$ cat config.mk
export PLATFORM = sky130hd
export DESIGN_NAME = audio_envelope_compressor_core
export DESIGN_NICKNAME = d
export VERILOG_FILES = /design/src/hdl/aec_pkg.sv /design/src/hdl/aec_regs.sv /design/src/hdl/aec_ctrl.sv /design/src/hdl/aec_datapath.sv /design/src/hdl/audio_envelope_compressor_core.sv
export SDC_FILE = /design/constraint.sdc
export NUM_CORES = 2
export LEC_CHECK = 0
export BUFFER_PORTS_ARGS = -buffer_cell sky130_fd_sc_hd__buf_2
export CAP_MARGIN = 10
export CORE_AREA = 2 2 294 296
export DETAILED_ROUTE_END_ITERATION = 8
export DIE_AREA = 0 0 296 298
export GPL_ROUTABILITY_DRIVEN = 0
export PLACE_DENSITY = 0.74
export SYNTH_ARGS = -nofsm -noshare
export SYNTH_HDL_FRONTEND = slang
export SYNTH_SLANG_ARGS = --single-unit
$ cat constraint.sdc
create_clock -name clk -period 6.8 [get_ports clk]
set_input_delay 0.34 -clock clk [delete_from_list [all_inputs] [get_ports clk]]
set_output_delay 0.34 -clock clk [all_outputs]
set_load 0.01 [all_outputs]
$ cat src/hdl/aec_pkg.sv
`default_nettype none

package aec_pkg;

	localparam int SAMPLE_W = 16;
	localparam int ENV_W = 25;
	localparam int STEP_W = 25;
	localparam int MIX_W = 15;
	localparam int GAIN_W = 16;
	localparam int CFG_IDX_W = 3;
	localparam int CFG_DATA_W = 25;
	localparam int DIV_STEPS = GAIN_W;
	localparam int DIV_CNT_W = $clog2(DIV_STEPS);
	localparam logic [DIV_CNT_W-1:0] DIV_LAST = DIV_CNT_W'(DIV_STEPS - 1);

	localparam logic [CFG_IDX_W-1:0] REG_COMPRESS_ENABLE = 3'd0;
	localparam logic [CFG_IDX_W-1:0] REG_ATTACK_STEP = 3'd1;
	localparam logic [CFG_IDX_W-1:0] REG_RELEASE_STEP = 3'd2;
	localparam logic [CFG_IDX_W-1:0] REG_MIX_GAIN_0 = 3'd3;
	localparam logic [CFG_IDX_W-1:0] REG_MIX_GAIN_1 = 3'd4;

	typedef struct packed {
		logic compress_enable;
		logic [STEP_W-1:0] attack_step;
		logic [STEP_W-1:0] release_step;
		logic [MIX_W-1:0] mix_gain_0;
		logic [MIX_W-1:0] mix_gain_1;
	} cfg_t;

	typedef enum logic [3:0] {
		S_IDLE,
		S_ENV,
		S_DINIT,
		S_DIV,
		S_MUL,
		S_COMP,
		S_MIX,
		S_FIN
	} state_t;

	typedef struct packed {
		logic load;
		logic env;
		logic dinit;
		logic div;
		logic mul;
		logic comp;
		logic mix;
		logic fin;
	} cmd_t;

	typedef struct packed {
		logic out_hold;
	} sts_t;

endpackage

`default_nettype wire

$ cat src/hdl/aec_regs.sv
`default_nettype none

module aec_regs
	import aec_pkg::*;
(
	input  wire                         clk,
	input  wire                         arst_n,
	input  wire                         cfg_we,
	input  wire  [CFG_IDX_W-1:0]        cfg_index,
	input  wire  [CFG_DATA_W-1:0]       cfg_wdata,
	output cfg_t                        cfg
);

	cfg_t cfg_q;

	always_ff @(posedge clk or negedge arst_n) begin
		if (!arst_n) begin
			cfg_q.compress_enable <= 1'b1;
			cfg_q.attack_step <= STEP_W'(1748);
			cfg_q.release_step <= STEP_W'(874);
			cfg_q.mix_gain_0 <= MIX_W'(16384);
			cfg_q.mix_gain_1 <= MIX_W'(16384);
		end else if (cfg_we) begin
			unique case (cfg_index)
				REG_COMPRESS_ENABLE: cfg_q.compress_enable <= cfg_wdata[0];
				REG_ATTACK_STEP: cfg_q.attack_step <= cfg_wdata[STEP_W-1:0];
				REG_RELEASE_STEP: cfg_q.release_step <= cfg_wdata[STEP_W-1:0];
				REG_MIX_GAIN_0: cfg_q.mix_gain_0 <= cfg_wdata[MIX_W-1:0];
				REG_MIX_GAIN_1: cfg_q.mix_gain_1 <= cfg_wdata[MIX_W-1:0];
				default: ;
			endcase
		end
	end

	assign cfg = cfg_q;

endmodule

`default_nettype wire

$ cat src/hdl/aec_ctrl.sv
`default_nettype none

module aec_ctrl
	import aec_pkg::*;
(
	input  wire   clk,
	input  wire   arst_n,
	input  wire   in_valid,
	output logic  in_ready,
	input  sts_t  sts,
	output cmd_t  cmd
);

	state_t state_q, state_d;
	logic [DIV_CNT_W-1:0] div_cnt_q, div_cnt_d;

	always_ff @(posedge clk or negedge arst_n) begin
		if (!arst_n) begin
			state_q <= S_IDLE;
			div_cnt_q <= '0;
		end else begin
			state_q <= state_d;
			div_cnt_q <= div_cnt_d;
		end
	end

	always_comb begin
		state_d = state_q;
		div_cnt_d = div_cnt_q;
		cmd = '0;
		in_ready = 1'b0;
		unique case (state_q)
			S_IDLE: begin
				in_ready = 1'b1;
				if (in_valid) begin
					cmd.load = 1'b1;
					state_d = S_ENV;
				end
			end
			S_ENV: begin
				cmd.env = 1'b1;
				state_d = S_DINIT;
			end
			S_DINIT: begin
				cmd.dinit = 1'b1;
				div_cnt_d = '0;
				state_d = S_DIV;
			end
			S_DIV: begin
				cmd.div = 1'b1;
				div_cnt_d = div_cnt_q + 1'b1;
				if (div_cnt_q == DIV_LAST) begin
					state_d = S_MUL;
				end
			end
			S_MUL: begin
				cmd.mul = 1'b1;
				state_d = S_COMP;
			end
			S_COMP: begin
				cmd.comp = 1'b1;
				state_d = S_MIX;
			end
			S_MIX: begin
				cmd.mix = 1'b1;
				state_d = S_FIN;
			end
			S_FIN: begin
				if (!sts.out_hold) begin
					cmd.fin = 1'b1;
					state_d = S_IDLE;
				end
			end
			default: state_d = S_IDLE;
		endcase
	end

	a_div_len: assert property (@(posedge clk) disable iff (!arst_n)
		(state_q == S_MUL) |-> ($past(state_q) == S_DIV && $past(div_cnt_q) == DIV_LAST))
		else $error("multiply started before the divider finished");

	a_no_overwrite: assert property (@(posedge clk) disable iff (!arst_n)
		cmd.fin |-> !sts.out_hold)
		else $error("result written over a pending output");

endmodule

`default_nettype wire

$ cat src/hdl/aec_datapath.sv
`default_nettype none

module aec_datapath
	import aec_pkg::*;
(
	input  wire                          clk,
	input  wire                          arst_n,
	input  cmd_t                         cmd,
	input  cfg_t                         cfg,
	input  wire  signed [SAMPLE_W-1:0]   sample_ch0,
	input  wire  signed [SAMPLE_W-1:0]   sample_ch1,
	input  wire                          out_ready,
	output sts_t                         sts,
	output logic                         out_valid,
	output logic signed [SAMPLE_W-1:0]   out_ch0,
	output logic signed [SAMPLE_W-1:0]   out_ch1,
	output logic [GAIN_W-1:0]            applied_gain
);

	localparam int SAT_W = 40;
	localparam int PROD_W = 2 * (SAMPLE_W + 1);
	localparam int MIXP_W = 2 * SAMPLE_W;
	localparam int RND_SHIFT = 14;
	localparam int TGT_PAD = ENV_W - SAMPLE_W;
	localparam logic [ENV_W-1:0] ENV_ONE = ENV_W'(1) << (ENV_W - 1);
	localparam logic [ENV_W-1:0] ENV_HALF = ENV_W'(1) << (ENV_W - 2);
	localparam logic [ENV_W-1:0] REM_BASE = ENV_W'(1) << (38 - GAIN_W);
	localparam logic [MIX_W-1:0] MIX_SKIP_MAX = MIX_W'(1);
	localparam logic signed [SAT_W-1:0] SMAX = SAT_W'((64'sd1 <<< (SAMPLE_W - 1)) - 1);
	localparam logic signed [SAT_W-1:0] SMIN = -SMAX - 1;
	localparam logic [GAIN_W-1:0] GAIN_MIN = GAIN_W'(1) << (GAIN_W - 3);
	localparam logic [GAIN_W-1:0] GAIN_MAX = GAIN_W'(1) << (GAIN_W - 1);

	function automatic logic signed [SAMPLE_W-1:0] sat_s(input logic signed [SAT_W-1:0] v);
		logic signed [SAT_W-1:0] r;
		r = v;
		if (v > SMAX) begin
			r = SMAX;
		end else if (v < SMIN) begin
			r = SMIN;
		end
		return SAMPLE_W'(r);
	endfunction

	logic signed [SAMPLE_W-1:0] s0_q, s1_q, drive_q, comp_q;
	logic [ENV_W-1:0] target_q, env_q, div_d_q, rem_q;
	logic [GAIN_W-1:0] qn_q;
	logic signed [PROD_W-1:0] prod_q;
	logic signed [MIXP_W-1:0] mixp0_q, mixp1_q;
	logic out_valid_q;
	logic signed [SAMPLE_W-1:0] out_ch0_q, out_ch1_q;
	logic [GAIN_W-1:0] gain_out_q;

	logic [SAMPLE_W-1:0] mag;
	logic signed [SAMPLE_W:0] sum;
	logic [ENV_W-1:0] target_new;
	logic [ENV_W:0] up, dn;
	logic [ENV_W-1:0] env_next, clampv;
	logic [ENV_W:0] r2, r2_sub;
	logic ge;
	logic signed [PROD_W-1:0] prod_rnd;
	logic signed [MIXP_W-1:0] rnd0, rnd1;
	logic signed [SAT_W-1:0] mix_sum0, mix_sum1;

	always_comb begin
		mag = sample_ch0[SAMPLE_W-1] ? (~sample_ch0 + 1'b1) : sample_ch0;
		target_new = {mag, TGT_PAD'(0)};
		sum = {sample_ch0[SAMPLE_W-1], sample_ch0} + {sample_ch1[SAMPLE_W-1], sample_ch1};

		up = {1'b0, env_q} + {1'b0, cfg.attack_step};
		dn = {1'b0, env_q} - {1'b0, cfg.release_step};
		env_next = env_q;
		if (target_q > env_q) begin
			env_next = (up < {1'b0, target_q}) ? up[ENV_W-1:0] : target_q;
		end else if (target_q < env_q) begin
			env_next = (!dn[ENV_W] && dn[ENV_W-1:0] > target_q) ? dn[ENV_W-1:0] : target_q;
		end

		clampv = (env_q < ENV_HALF) ? ENV_HALF : env_q;

		r2 = {rem_q, qn_q[GAIN_W-1]};
		r2_sub = r2 - {1'b0, div_d_q};
		ge = r2 >= {1'b0, div_d_q};

		prod_rnd = (prod_q + PROD_W'(8192)) >>> RND_SHIFT;
		rnd0 = (mixp0_q + MIXP_W'(8192)) >>> RND_SHIFT;
		rnd1 = (mixp1_q + MIXP_W'(8192)) >>> RND_SHIFT;
		mix_sum0 = SAT_W'(s0_q) + SAT_W'(rnd0);
		mix_sum1 = SAT_W'(s1_q) + SAT_W'(rnd1);
	end

	always_ff @(posedge clk) begin
		if (cmd.load) begin
			s0_q <= sample_ch0;
			s1_q <= sample_ch1;
			drive_q <= cfg.compress_enable ? sample_ch0 : sum[SAMPLE_W:1];
			target_q <= cfg.compress_enable ? target_new : ENV_ONE;
		end
		if (cmd.dinit) begin
			div_d_q <= clampv;
			rem_q <= REM_BASE | ENV_W'(clampv[ENV_W-1:GAIN_W+1]);
			qn_q <= clampv[GAIN_W:1];
		end
		if (cmd.div) begin
			rem_q <= ge ? r2_sub[ENV_W-1:0] : r2[ENV_W-1:0];
			qn_q <= {qn_q[GAIN_W-2:0], ge};
		end
		if (cmd.mul) begin
			prod_q <= $signed({1'b0, qn_q}) * $signed({drive_q[SAMPLE_W-1], drive_q});
		end
		if (cmd.comp) begin
			comp_q <= sat_s(SAT_W'(prod_rnd));
		end
		if (cmd.mix) begin
			mixp0_q <= $signed({1'b0, cfg.mix_gain_0}) * comp_q;
			mixp1_q <= $signed({1'b0, cfg.mix_gain_1}) * comp_q;
		end
		if (cmd.fin) begin
			out_ch0_q <= (cfg.mix_gain_0 <= MIX_SKIP_MAX) ? s0_q : sat_s(mix_sum0);
			out_ch1_q <= (cfg.mix_gain_1 <= MIX_SKIP_MAX) ? s1_q : sat_s(mix_sum1);
			gain_out_q <= qn_q;
		end
	end

	always_ff @(posedge clk or negedge arst_n) begin
		if (!arst_n) begin
			env_q <= ENV_ONE;
			out_valid_q <= 1'b0;
		end else begin
			if (cmd.env) begin
				env_q <= env_next;
			end
			if (cmd.fin) begin
				out_valid_q <= 1'b1;
			end else if (out_ready) begin
				out_valid_q <= 1'b0;
			end
		end
	end

	assign sts.out_hold = out_valid_q && !out_ready;
	assign out_valid = out_valid_q;
	assign out_ch0 = out_ch0_q;
	assign out_ch1 = out_ch1_q;
	assign applied_gain = gain_out_q;

	a_env_bound: assert property (@(posedge clk) disable iff (!arst_n)
		env_q <= ENV_ONE)
		else $error("envelope above unity");

	a_gain_range: assert property (@(posedge clk) disable iff (!arst_n)
		cmd.fin |-> (qn_q >= GAIN_MIN && qn_q <= GAIN_MAX))
		else $error("reciprocal out of range");

endmodule

`default_nettype wire

$ cat src/hdl/audio_envelope_compressor_core.sv
// Envelope-following compressor for one stereo frame of Q1.15 samples.
// Input channel: in_valid/in_ready carry sample_ch0 and sample_ch1; a frame
// is taken on a clock edge where both are high. Output channel: out_valid/
// out_ready carry out_ch0, out_ch1 and applied_gain, one result per frame.
// The configuration port writes cfg_wdata into register cfg_index whenever
// cfg_we is high; writes are meant for times when no frame is in flight.
// The block works on one frame at a time; most of the time spent on each
// frame goes to the restoring divider that forms the reciprocal gain, one
// quotient bit per cycle.
// A finished result waits in the output register; a new frame may be taken
// and processed meanwhile, and it waits in its last step until the output
// register is free, so a stalled receiver holds back at most one frame.
// Reset clears the envelope to 1.0, the registers to their defaults and
// the output register to empty.

`default_nettype none

module audio_envelope_compressor_core
	import aec_pkg::*;
(
	input  wire                          clk,
	input  wire                          arst_n,
	input  wire                          cfg_we,
	input  wire  [CFG_IDX_W-1:0]         cfg_index,
	input  wire  [CFG_DATA_W-1:0]        cfg_wdata,
	input  wire                          in_valid,
	output logic                         in_ready,
	input  wire  signed [SAMPLE_W-1:0]   sample_ch0,
	input  wire  signed [SAMPLE_W-1:0]   sample_ch1,
	output logic                         out_valid,
	input  wire                          out_ready,
	output logic signed [SAMPLE_W-1:0]   out_ch0,
	output logic signed [SAMPLE_W-1:0]   out_ch1,
	output logic [GAIN_W-1:0]            applied_gain
);

	cfg_t cfg;
	cmd_t cmd;
	sts_t sts;

	aec_regs u_regs (
		.clk       (clk),
		.arst_n    (arst_n),
		.cfg_we    (cfg_we),
		.cfg_index (cfg_index),
		.cfg_wdata (cfg_wdata),
		.cfg       (cfg)
	);

	aec_ctrl u_ctrl (
		.clk      (clk),
		.arst_n   (arst_n),
		.in_valid (in_valid),
		.in_ready (in_ready),
		.sts      (sts),
		.cmd      (cmd)
	);

	aec_datapath u_dp (
		.clk          (clk),
		.arst_n       (arst_n),
		.cmd          (cmd),
		.cfg          (cfg),
		.sample_ch0   (sample_ch0),
		.sample_ch1   (sample_ch1),
		.out_ready    (out_ready),
		.sts          (sts),
		.out_valid    (out_valid),
		.out_ch0      (out_ch0),
		.out_ch1      (out_ch1),
		.applied_gain (applied_gain)
	);

endmodule

`default_nettype wire
## Yosys cells after proc, flatten, opt, wreduce, memory -nomap -nowiden

Cells that the tools add are included.

| operators by class | value |
|---|---|
| add/sub/neg operators | 11 |
| multiply operators | 3 |
| order comparisons | 14 |
| equality and inequality tests | 15 |
| multiplexer cells | 37 |
| bitwise gates (word level) | 1 |
| reductions and logical operators | 17 |

Operator list:

| kind | number |
|---|---|
| $mux 25 | 8 |
| $mux 16 | 11 |
| $add 32x15->32 const B | 2 |
| $mul 16x16->32 | 2 |
| $gt 25x25->1 | 2 |
| $add 16x18->19 | 2 |
| $gt 19x16->1 const B | 2 |
| $lt 19x16->1 const B | 2 |
| $add 34x15->34 const B | 1 |
| $mul 17x16->33 | 1 |
| $pmux 4 s8 | 1 |
| $le 15x1->1 const B | 2 |
| $add 25x25->26 | 1 |
| $ge 26x25->1 | 1 |
| $lt 26x25->1 | 1 |
| $sub 25x25->26 | 1 |
| $lt 25x24->1 const B | 1 |
| $lt 25x25->1 | 1 |
| $sub 25x25->25 | 1 |
| $gt 20x16->1 const B | 1 |
| $lt 20x16->1 const B | 1 |
| $add 16x16->17 | 1 |
| $add 16x1->16 const B | 1 |
| $eq 4x3->1 const B | 4 |
| other kinds (20) | 47 |

| word-level totals | value |
|---|---|
| flip-flop bits (word level) | 416 |
| logic and storage cells | 123 |

## Longest topological paths before layout

| depth | value |
|---|---|
| depth in word-level cells | 6 |
| depth in mapped cells | 24 |

## Modules after synthesis

A second synthesis with hierarchy kept.

| second synthesis, totals | value |
|---|---|
| cells, all modules | 4802 |
| area, all modules | 46554.6 um^2 |

Modules (own cells, without submodules):

| module | instances | cells an instance | area an instance (um^2) | sequential area each (um^2) |
|---|---|---|---|---|
| aec_datapath | 1 | 4579 | 42828.6 | 8219.1 |
| aec_regs | 1 | 176 | 3313.2 | 2045.7 |
| aec_ctrl | 1 | 47 | 412.9 | 175.2 |

## Least setup slack after synthesis

Ideal clock, no wire load.

| timing path | value |
|---|---|
| path kind | flip-flop to flip-flop |
| from | register u_dp.drive_q[9] |
| to | register u_dp.prod_q[31], data pin |
| library setup time | 0.174 ns |
| arrival time | 6.315 ns |
| setup slack | 0.311 ns |
| cell stages (with the launch flop) | 25 |
| path through | edfxtp_1 > clkbuf_1 > nand2_1 > fa_1 > inv_1 > fa_1 > inv_1 > fa_1 > inv_1 > fa_1 > fa_1 > inv_1 > fa_1 > inv_1 > ha_1 > and4_1 > nand4_1 > o21ai_0 > nor2_1 > a21boi_1 > a41oi_1 > o31ai_1 > o211ai_1 > a41o_1 > a311oi_1 |

| on the way | value |
|---|---|
| longest elaborated chain between the ends | 1 |

RTL lines:

| element | RTL line | text |
|---|---|---|
| start, declared | aec_datapath.sv:45 | `logic signed [SAMPLE_W-1:0] s0_q, s1_q, drive_q, comp_q;` |
| start signal, assigned | aec_datapath.sv:96 | `drive_q <= cfg.compress_enable ? sample_ch0 : sum[SAMPLE_W:1];` |
| $mul 17x16->33 | aec_datapath.sv:109 | `prod_q <= $signed({1'b0, qn_q}) * $signed({drive_q[SAMPLE_W-1], drive_q});` |
| end signal, assigned | aec_datapath.sv:109 |  |
| end, declared | aec_datapath.sv:48 | `logic signed [PROD_W-1:0] prod_q;` |

Every way passes these cells.
A chain may end at the register's enable or synchronous reset.

## Final worst setup path

| timing path | value |
|---|---|
| from | register u_dp.drive_q[6] |
| to | register u_dp.prod_q[31], data pin |

The elaborated chain is that of the path after synthesis.

==> results.txt <==
Starting Density -> 0.545
R2R depth -> 23
final cell count without fillers -> 6,173
outcome -> completed
Worst R2R Setup Slack -> 200 ps
Final Hold Violating Endpoints -> 0
global-route wire length before repair -> 191 mm
Routed WL per cell -> 18.9 um
main area contributors after synthesis -> fa_1 24%, edfxtp_1 16%, ha_1 15%
initial antenna violation count -> 3
slew margin rel. -> 0.260
CP startpoint kind -> register
critical path required time -> 7230 ps
Worst EP arrival -> 7030 ps
period utilisation layout -> 0.971
Die Width -> 296 um
Critical R2R Launch -> u_dp.drive_q[6]
register area share after synthesis -> 0.226
clock period minus worst slack -> 6600 ps
Pins Over Slew Limit -> 0
synthesized cell area -> 46,300 um2
Post-synth EDFFs -> 252
Synth top cells by count -> 811 x inv_1, 557 x fa_1, 537 x ha_1, 516 x nand2_1, 359 x and2_1
Worst Hold Depth -> 3
count leader, synth -> inv_1
Crit Reg-Reg Endpoint -> u_dp.prod_q[31]
CTS Sinks -> 366
CTS buffer count -> 45
worst-path fanout max -> 7
final core occ -> 0.600
CP max-delay cell -> fa_1
Yosys cell types -> 90
prevailing post-synth register cell -> edfxtp_1
final setup fails -> 0
layout cell share with drive strength beyond 1 -> 0.102
H-tree Lvls -> 2
# rows -> 107
vias per cell -> 5.62
design area -> 50,900 um2
placed cell areas -> 48,700 um2
port bufs -> 114
slowest stage delay, CP -> 560 ps
Async S/R FF share, synth -> 0.311
CTS tree -> yes
Root Buffer -> clkbuf_16
initial DRC count -> 2,324
YS warnings -> 0
Yosys top cell area share -> 0.241
total grt overflow -> 0
synthesized area per cell -> 9.61 um2
Layout Nets -> 6,151
hold_sp -> cfg_wdata[3]
Worst Setup End Kind -> register
crit path kind -> register to register
clock transition at the registers of the reported paths -> 60 ps
skew final -> 26.6 ps
Tot GR Track Use -> 0.272
hpwl dp -> 92.5 mm
Antenna Nets Post-Route -> 0
clk buf depth -> 3
Gate Count Post-Synth -> 4,814
I/O pin total -> 115
largest net degree at the start of global routing -> 64
DIE AREA -> 88,200 um2
max-cap violations -> 0
Via Count -> 34.7k
vias in the first global route -> 35.7k
worst hold endpoint -> u_regs.cfg[33]
Clock Latency Late Sink -> 610 ps
Cells after DPL -> 6,029
Tightest Pin Transition -> 1110 ps
register bit total from synthesis -> 366
Hold Crit Class -> input pin to register
post-route DRC violation count -> 0
P&R area growth vs syn -> 10.0%
post-synth top area cell -> fa_1
First-pass DRT Iterations -> 5
Core ar. -> 84,900 um2
CP dominant cell by count -> fa_1
Post-Route WL -> 117 mm
crit path cell chain -> and2_1, fa_1, inv_1, fa_1, fa_1, inv_1, fa_1, fa_1, inv_1, fa_1, inv_1, ha_1, and4_1, nand4_1, o21ai_0, nor2_1, a21boi_2, a41oi_2, o31ai_1, buf_4, o211ai_1, a41o_1, a311oi_2
Peak Freq -> 151 MHz
Die Y -> 298 um
Syn Nets -> 5,973
what timing repair did:
item / CTS / global route
setup endpoints to repair: 0 / 19
gates resized for setup: 0 / 11
hold buffers: 29 / 0
buffers inserted: 0 / 31
endpoints found under the hold margin: 97 / 0
worst max-delay path by stage:
stage / from / end / slack [ps] / depth (start not counted)
final: u_dp.drive_q[6] / u_dp.prod_q[31] / 200 / 23
after global routing: u_dp.drive_q[6] / u_dp.prod_q[31] / -100 / 23
after CTS: u_dp.drive_q[6] / u_dp.prod_q[31] / 10 / 23
after detailed placement: u_dp.drive_q[6] / u_dp.prod_q[31] / 10 / 23
after global placement: u_dp.comp_q[5] / u_dp.mixp0_q[30] / 220 / 20
after floorplan: u_dp.drive_q[9] / u_dp.prod_q[31] / 310 / 24
layer usage:
layer / GRT usage / wire length, um
met5: 0 / 7
met4: 0.0845 / 3970
met3: 0.0373 / 7430
met2: 0.464 / 57300
met1: 0.359 / 48300
flip-flops by register name, summed over array words and instances (netlist names):
name / cells
u_dp.qn_q: 16
u_regs.cfg: 81
u_dp.mixp0_q: 19
u_dp.s0_q: 16
u_dp.drive_q: 16
u_dp.s1_q: 16
u_dp.out_ch0: 16
u_dp.applied_gain: 16
u_ctrl.div_cnt_q: 4
u_dp.out_ch1: 16
u_dp.env_q: 25
u_dp.target_q: 16
u_dp.mixp1_q: 19
u_dp.rem_q: 25
u_ctrl.state_q: 3
u_dp.div_d_q: 25
u_dp.out_valid: 1
u_dp.prod_q: 20
u_dp.comp_q: 16
through the flow:
step	hold slack, ps	TNS [ps]	setup WS (ps)
after floorplan	44.4	0	311
after global placement	494	0	222
after detailed placement	499	0	9.55
after CTS	4.00	0	14.9
after global routing	4.50	-333	-97.7
final	21.4	0	198
cell usage in the layout, fill, tap and decap left out, types with 67 or more instances in the layout:
cell      synthesis  layout
nand2_1         516     516
o21ai_0         152     151
edfxtp_1        252     252
ha_1            537     536
a21oi_1         155     155
nor2_1          187     186
buf_2             5     114
a21o_1           71      71
xor2_1           67      67
mux2_2           73      73
fa_1            557     557
buf_4             2     150
and2_1          359     357
dfrtp_1          98      95
xnor2_1         139     139
inv_1           811     811
logic make-up after synthesis:
| kind of cell | synth area share |
|---|---|
| buffers and inverters | 0.0800 |
| muxes | 0.0225 |
| AOI/OAI and AO/OA | 0.0951 |
| adders and majority gates | 0.386 |
| xor gates and xnor gates | 0.0390 |
| DFF | 0.226 |
| and+or+nand+nor | 0.152 |
final cells by class:
class / count / area [um2]
fill: 7147 / 34000
multi-input combinational: 3465 / 32200
sequential: 366 / 10400
inverter: 812 / 3050
timing repair buffer: 302 / 2140
tap: 1144 / 1430
clock buffer: 50 / 1150
clock inverter: 33 / 472
antenna: 1 / 2.50
critical path: cells and delay by family (launching register included):
family,cells,cell delay [ps]
fa+ha+maj,7,3510
compound gates,7,1340
simple gates,4,690
flops,1,500
buf+inv,5,400
Power is left out: the tool's default activity adds up to more than one toggle a clock period on the data nets, which glitch-free logic cannot reach.
